==> src/hw/rtl/lsac_pkg.sv <==
// Shared types and constants of the LRU set-associative cache simulator.
// No dependencies; every other file of the block imports it.
package lsac_pkg;

   localparam int ADDR_W      = 64;
   localparam int CNT_W       = 32;
   localparam int MAX_SETS    = 1024;
   localparam int SET_IDX_W   = $clog2(MAX_SETS);
   localparam int MAX_WAYS    = 8;
   localparam int WAY_W       = $clog2(MAX_WAYS);
   localparam int MAX_ACCESS_BYTES = 16;

   localparam int OPCODE_W    = 2;
   localparam int SIZE_W      = 5;
   localparam int CFG_SET_W   = 4;
   localparam int CFG_BLOCK_W = 3;
   localparam int CFG_WAYS_W  = 4;
   localparam int CSR_IDX_W   = 2;
   localparam int CSR_DATA_W  = 8;

   localparam logic [OPCODE_W-1:0] OP_MODIFY = 2'd2;

   localparam logic [CSR_IDX_W-1:0] CSR_SET_BITS   = 2'd0;
   localparam logic [CSR_IDX_W-1:0] CSR_BLOCK_BITS = 2'd1;
   localparam logic [CSR_IDX_W-1:0] CSR_WAYS       = 2'd2;

   typedef enum logic [1:0] {
      OUT_HIT   = 2'd0,
      OUT_MISS  = 2'd1,
      OUT_EVICT = 2'd2
   } outcome_type;

   typedef struct packed {
      logic [MAX_WAYS-1:0]              valid;
      logic [MAX_WAYS-1:0][WAY_W-1:0]   rank;
      logic [MAX_WAYS-1:0][ADDR_W-1:0]  tag;
   } set_row_type;

   typedef struct packed {
      outcome_type outcome;
      set_row_type row;
   } lookup_res_type;

endpackage

==> src/hw/rtl/lsac_way_logic.sv <==
// Hit search, LRU ageing and replacement choice over one set row.
// Depends on lsac_pkg; used by lru_set_assoc_cache_sim_top.
module lsac_way_logic import lsac_pkg::*; (
   input  set_row_type            row_i,
   input  logic [ADDR_W-1:0]      blk_i,
   input  logic [CFG_WAYS_W-1:0]  ways_i,
   output lookup_res_type         res_o
);

   always_comb begin
      logic                  found_hit;
      logic                  found_empty;
      logic                  found_victim;
      logic [WAY_W-1:0]      hit_way;
      logic [WAY_W-1:0]      empty_way;
      logic [WAY_W-1:0]      victim_way;
      logic [WAY_W-1:0]      hit_rank;
      logic [WAY_W-1:0]      best_rank;
      logic [WAY_W-1:0]      slot;
      logic [CFG_WAYS_W-1:0] fill;

      found_hit    = 1'b0;
      found_empty  = 1'b0;
      found_victim = 1'b0;
      hit_way      = '0;
      empty_way    = '0;
      victim_way   = '0;
      best_rank    = '0;
      slot         = '0;
      fill         = '0;
      for (int w = 0; w < MAX_WAYS; w++) begin
         fill = fill + CFG_WAYS_W'(row_i.valid[w]);
         if (!found_hit && row_i.valid[w] && row_i.tag[w] == blk_i) begin
            found_hit = 1'b1;
            hit_way   = WAY_W'(w);
         end
         if (!found_empty && !row_i.valid[w]) begin
            found_empty = 1'b1;
            empty_way   = WAY_W'(w);
         end
         if (row_i.valid[w] && (!found_victim || row_i.rank[w] > best_rank)) begin
            found_victim = 1'b1;
            victim_way   = WAY_W'(w);
            best_rank    = row_i.rank[w];
         end
      end
      hit_rank = row_i.rank[hit_way];

      res_o.row = row_i;
      if (found_hit) begin
         res_o.outcome = OUT_HIT;
         for (int w = 0; w < MAX_WAYS; w++) begin
            if (row_i.valid[w] && row_i.rank[w] < hit_rank) begin
               res_o.row.rank[w] = row_i.rank[w] + 1'b1;
            end
         end
         res_o.row.rank[hit_way] = '0;
      end else begin
         res_o.outcome = (fill < ways_i) ? OUT_MISS : OUT_EVICT;
         slot = (fill < ways_i) ? empty_way : victim_way;
         for (int w = 0; w < MAX_WAYS; w++) begin
            if (row_i.valid[w]) begin
               res_o.row.rank[w] = row_i.rank[w] + 1'b1;
            end
         end
         res_o.row.valid[slot] = 1'b1;
         res_o.row.tag[slot]   = blk_i;
         res_o.row.rank[slot]  = '0;
      end
   end

endmodule

==> config.mk <==
export PLATFORM = sky130hd
export DESIGN_NAME = lsac_way_logic
export DESIGN_NICKNAME = d
export VERILOG_FILES = /design/src/hw/rtl/lsac_pkg.sv /design/src/hw/rtl/lsac_way_logic.sv
export SDC_FILE = /design/constraint.sdc
export NUM_CORES = 1
export LEC_CHECK = 0
export BUFFER_PORTS_ARGS = -buffer_cell sky130_fd_sc_hd__buf_2
export CORE_AREA = 2 2 457 459
export DETAILED_ROUTE_END_ITERATION = 10
export DIE_AREA = 0 0 459 461
export SYNTH_ARGS = -nofsm -noshare
export SYNTH_HDL_FRONTEND = slang
export SYNTH_SLANG_ARGS = --single-unit
==> constraint.sdc <==
create_clock -name vclk -period 19.5
set_input_delay 3.9 -clock vclk [all_inputs]
set_output_delay 3.9 -clock vclk [all_outputs]
set_load 0.02 [all_outputs]
==> key figures <==
Outcome
  • Status: finished, final reports clean

Finish
  • Nets: 4,337
  • Flip-flop and latch area: 0 um2
  • Layout cells sized above 1: 47.4%
  • Most frequent cells in the layout: buf_2 (1,143), mux2_2 (382), xnor2_1 (327)
  • Multi-input logic area: 16,600 um2
  • # fillers: 24,284
  • Layout clock buffers: 0
  • FFs & Latches: 0
  • Area grow syn2layout: 59.4%
  • Commonest non-fill, non-tap cell in the layout: buf_2
  • Post-layout util: 13.7%

Pwr
  • P_int: 0.000716 W
  • Sw Pwr: 0.00145 W
  • Peak VDD IR: 40.3 uV
  • Switching share of power: 67.0%
  • Logic pwr share: 100.0%
  • Sequential power share: 0%
  • Pwr Density: 76.9 nW/um2
  • Clock power frac: 0%
  • Static Leakage: 11.6 nW

Synth
  • Synthesized area per cell: 6.98 um2
  • Yosys warning count: 0
  • Mapped Area: 17,700 um2
  • Syn_nets: 3,206
  • Mapped Cells: 2,535
  • Seq/Total Area, Yosys: 0%
  • Distinct cells, synth: 81

Routing
  • Via count: 30,423
  • First-pass detailed-route iteration total: 6
  • Vias per cell: 4.65
  • Antenna Nets Post-Route: 0
  • Residual DRC: 0
  • Avg WL per Cell: 48.1 um
  • Total Wirelength: 315 mm
  • Detailed Route Iter0 Violations: 4,730

Floorplan
  • Die Ht: 461 um
  • # IOs: 1,158
  • Die width: 459 um
  • Row cnt: 167
  • Die area: 212,000 um2
  • Core ar.: 206,000 um2
  • Effective utilization at floorplan: 8.57%

STA
  • Worst setup margin: 891 ps
  • Fmax: 53.7 MHz
  • Final Hold Vio Count: 0
  • Setup violators final: 0
  • Final Critical Period: 18,610 ps
  • Fin. max-slew vios: 0
  • Fin crit share: 95.4%
  • Slew margin rel.: 21.1%
  • Tightest Pin Transition: 1180 ps
  • Final setup TNS: 0 ps
  • Unrepaired setup endpoints after global routing: no

Clock network
  • Post-cts gate resize count: 0
  • Setup Fix Bufs, Post-CTS: 0
  • Hold_buf cts: 0

Worst setup path
  • Worst setup SP type: input port
  • Worst EP arrival: 14,710 ps
  • Slowest cell delay on critical path: 410 ps
  • Cell mode on critical path: o21ai_0
  • CP Class: input port to primary output
  • Setup crit end kind: primary output
  • Critical Path RT: 15,600 ps
  • Critical path's slowest cell: or3_1
  • Crit-path max FO: 12

Global route
  • Overall Global Routing Usage: 28.1%
  • First-pass GRT wire length: 368 mm
  • Vias in the first global route: 26,841
  • Antenna violations before repair: 331
  • Global route overflow: 0
  • Largest net degree at the start of global routing: 92

Placement
  • Pre-CTS setup slack: 680 ps
  • Hpwl dp: 271 mm
  • Routability cong.: 1.03
  • Port buffer count: 1,158

Run
  • Max Cap Viol: 0

Min path
  • Worst min-delay path class: input port to primary output
==> worst paths after layout <==
path | end | slack [ps] | from | cells after the start
max | res_o[520] | 890 | row_i[536] | 62
min | res_o[206] | 8170 | blk_i[14] | 3
==> per-stage QoR <==
step | hold WS [ps] | area [um2] | std cells | power [W]
floorplan | 7950 | 17700 | 2535 | 0.00110
global placement | 8170 | 27800 | 6368 | 0.00214
detailed placement | 8170 | 27800 | 6368 | 0.00213
CTS | 8170 | 27800 | 6368 | 0.00214
global route | 8170 | 28000 | 6452 | 0.00222
finish | 8170 | 28200 | 6543 | 0.00217
==> power groups by stage <==
stage,sequential (W),combinational [W],clock (W)
after floorplan,0,0.00110,0
after global placement,0,0.00214,0
after detailed placement,0,0.00213,0
after CTS,0,0.00214,0
after global routing,0,0.00222,0.000000000596
final,0,0.00217,0.000000000552
==> cell type report <==
| class | instances | area share [%] |
|---|---|---|
| multi-input cells | 2247 | 59.0 |
| repair buffers | 1313 | 26.1 |
| well taps | 2704 | 12.0 |
| diodes | 175 | 1.55 |
| inverters | 104 | 1.38 |
==> synth_stat cells, drive strengths merged, types with 7 or more instances <==
master,count,area (um2)
a21o,7,52.6
a21oi,36,184
a32oi,9,78.8
and3,8,50.1
buf,77,375
clkbuf,107,402
ha,55,688
inv,104,390
mux2,383,4320
mux2i,10,100
nand2,249,937
nand2b,228,1430
nand3,63,315
nand4,204,1280
nor2,80,300
nor2b,26,163
nor3,52,260
nor4,69,447
nor4b,9,78.8
o2111ai,28,245
o21ai,190,955
o22a,7,61.3
o22ai,19,119
or2,12,75.1
or3,7,43.8
or4,10,78.8
xnor2,329,2900
xor2,55,482
==> worst max-delay path: cells and delay by family <==
| kind | cells | cell delay (ps) |
|---|---|---|
| fa+ha+maj | 7 | 2020 |
| buf+inv | 9 | 1450 |
| compound gates | 30 | 4900 |
| mux | 1 | 300 |
| simple gates | 15 | 2130 |
==> layer usage <==
| metal | vias to the layer above | GRT usage, % | share of wire [%] |
|---|---|---|---|
| met5 | - | 0 | 0.33 |
| met4 | 166 | 16.4 | 7.2 |
| met3 | 876 | 14.0 | 14 |
| met2 | 3098 | 43.5 | 43 |
| met1 | 14634 | 31.0 | 36 |
| li1 | 11649 | - | - |
==> cells by family after synthesis <==
| logic type | after synthesis | synth area share, % |
|---|---|---|
| AO/OA/AOI/OAI | 359 | 12.6 |
| XOR/XNOR | 384 | 19.1 |
| adder cells (fa/ha/maj) | 59 | 4.34 |
| buffers and inverters | 288 | 6.60 |
| multiplexers | 393 | 25.0 |
| AND/OR/NAND/NOR | 1052 | 32.4 |
(Power assumes the default switching activity.)
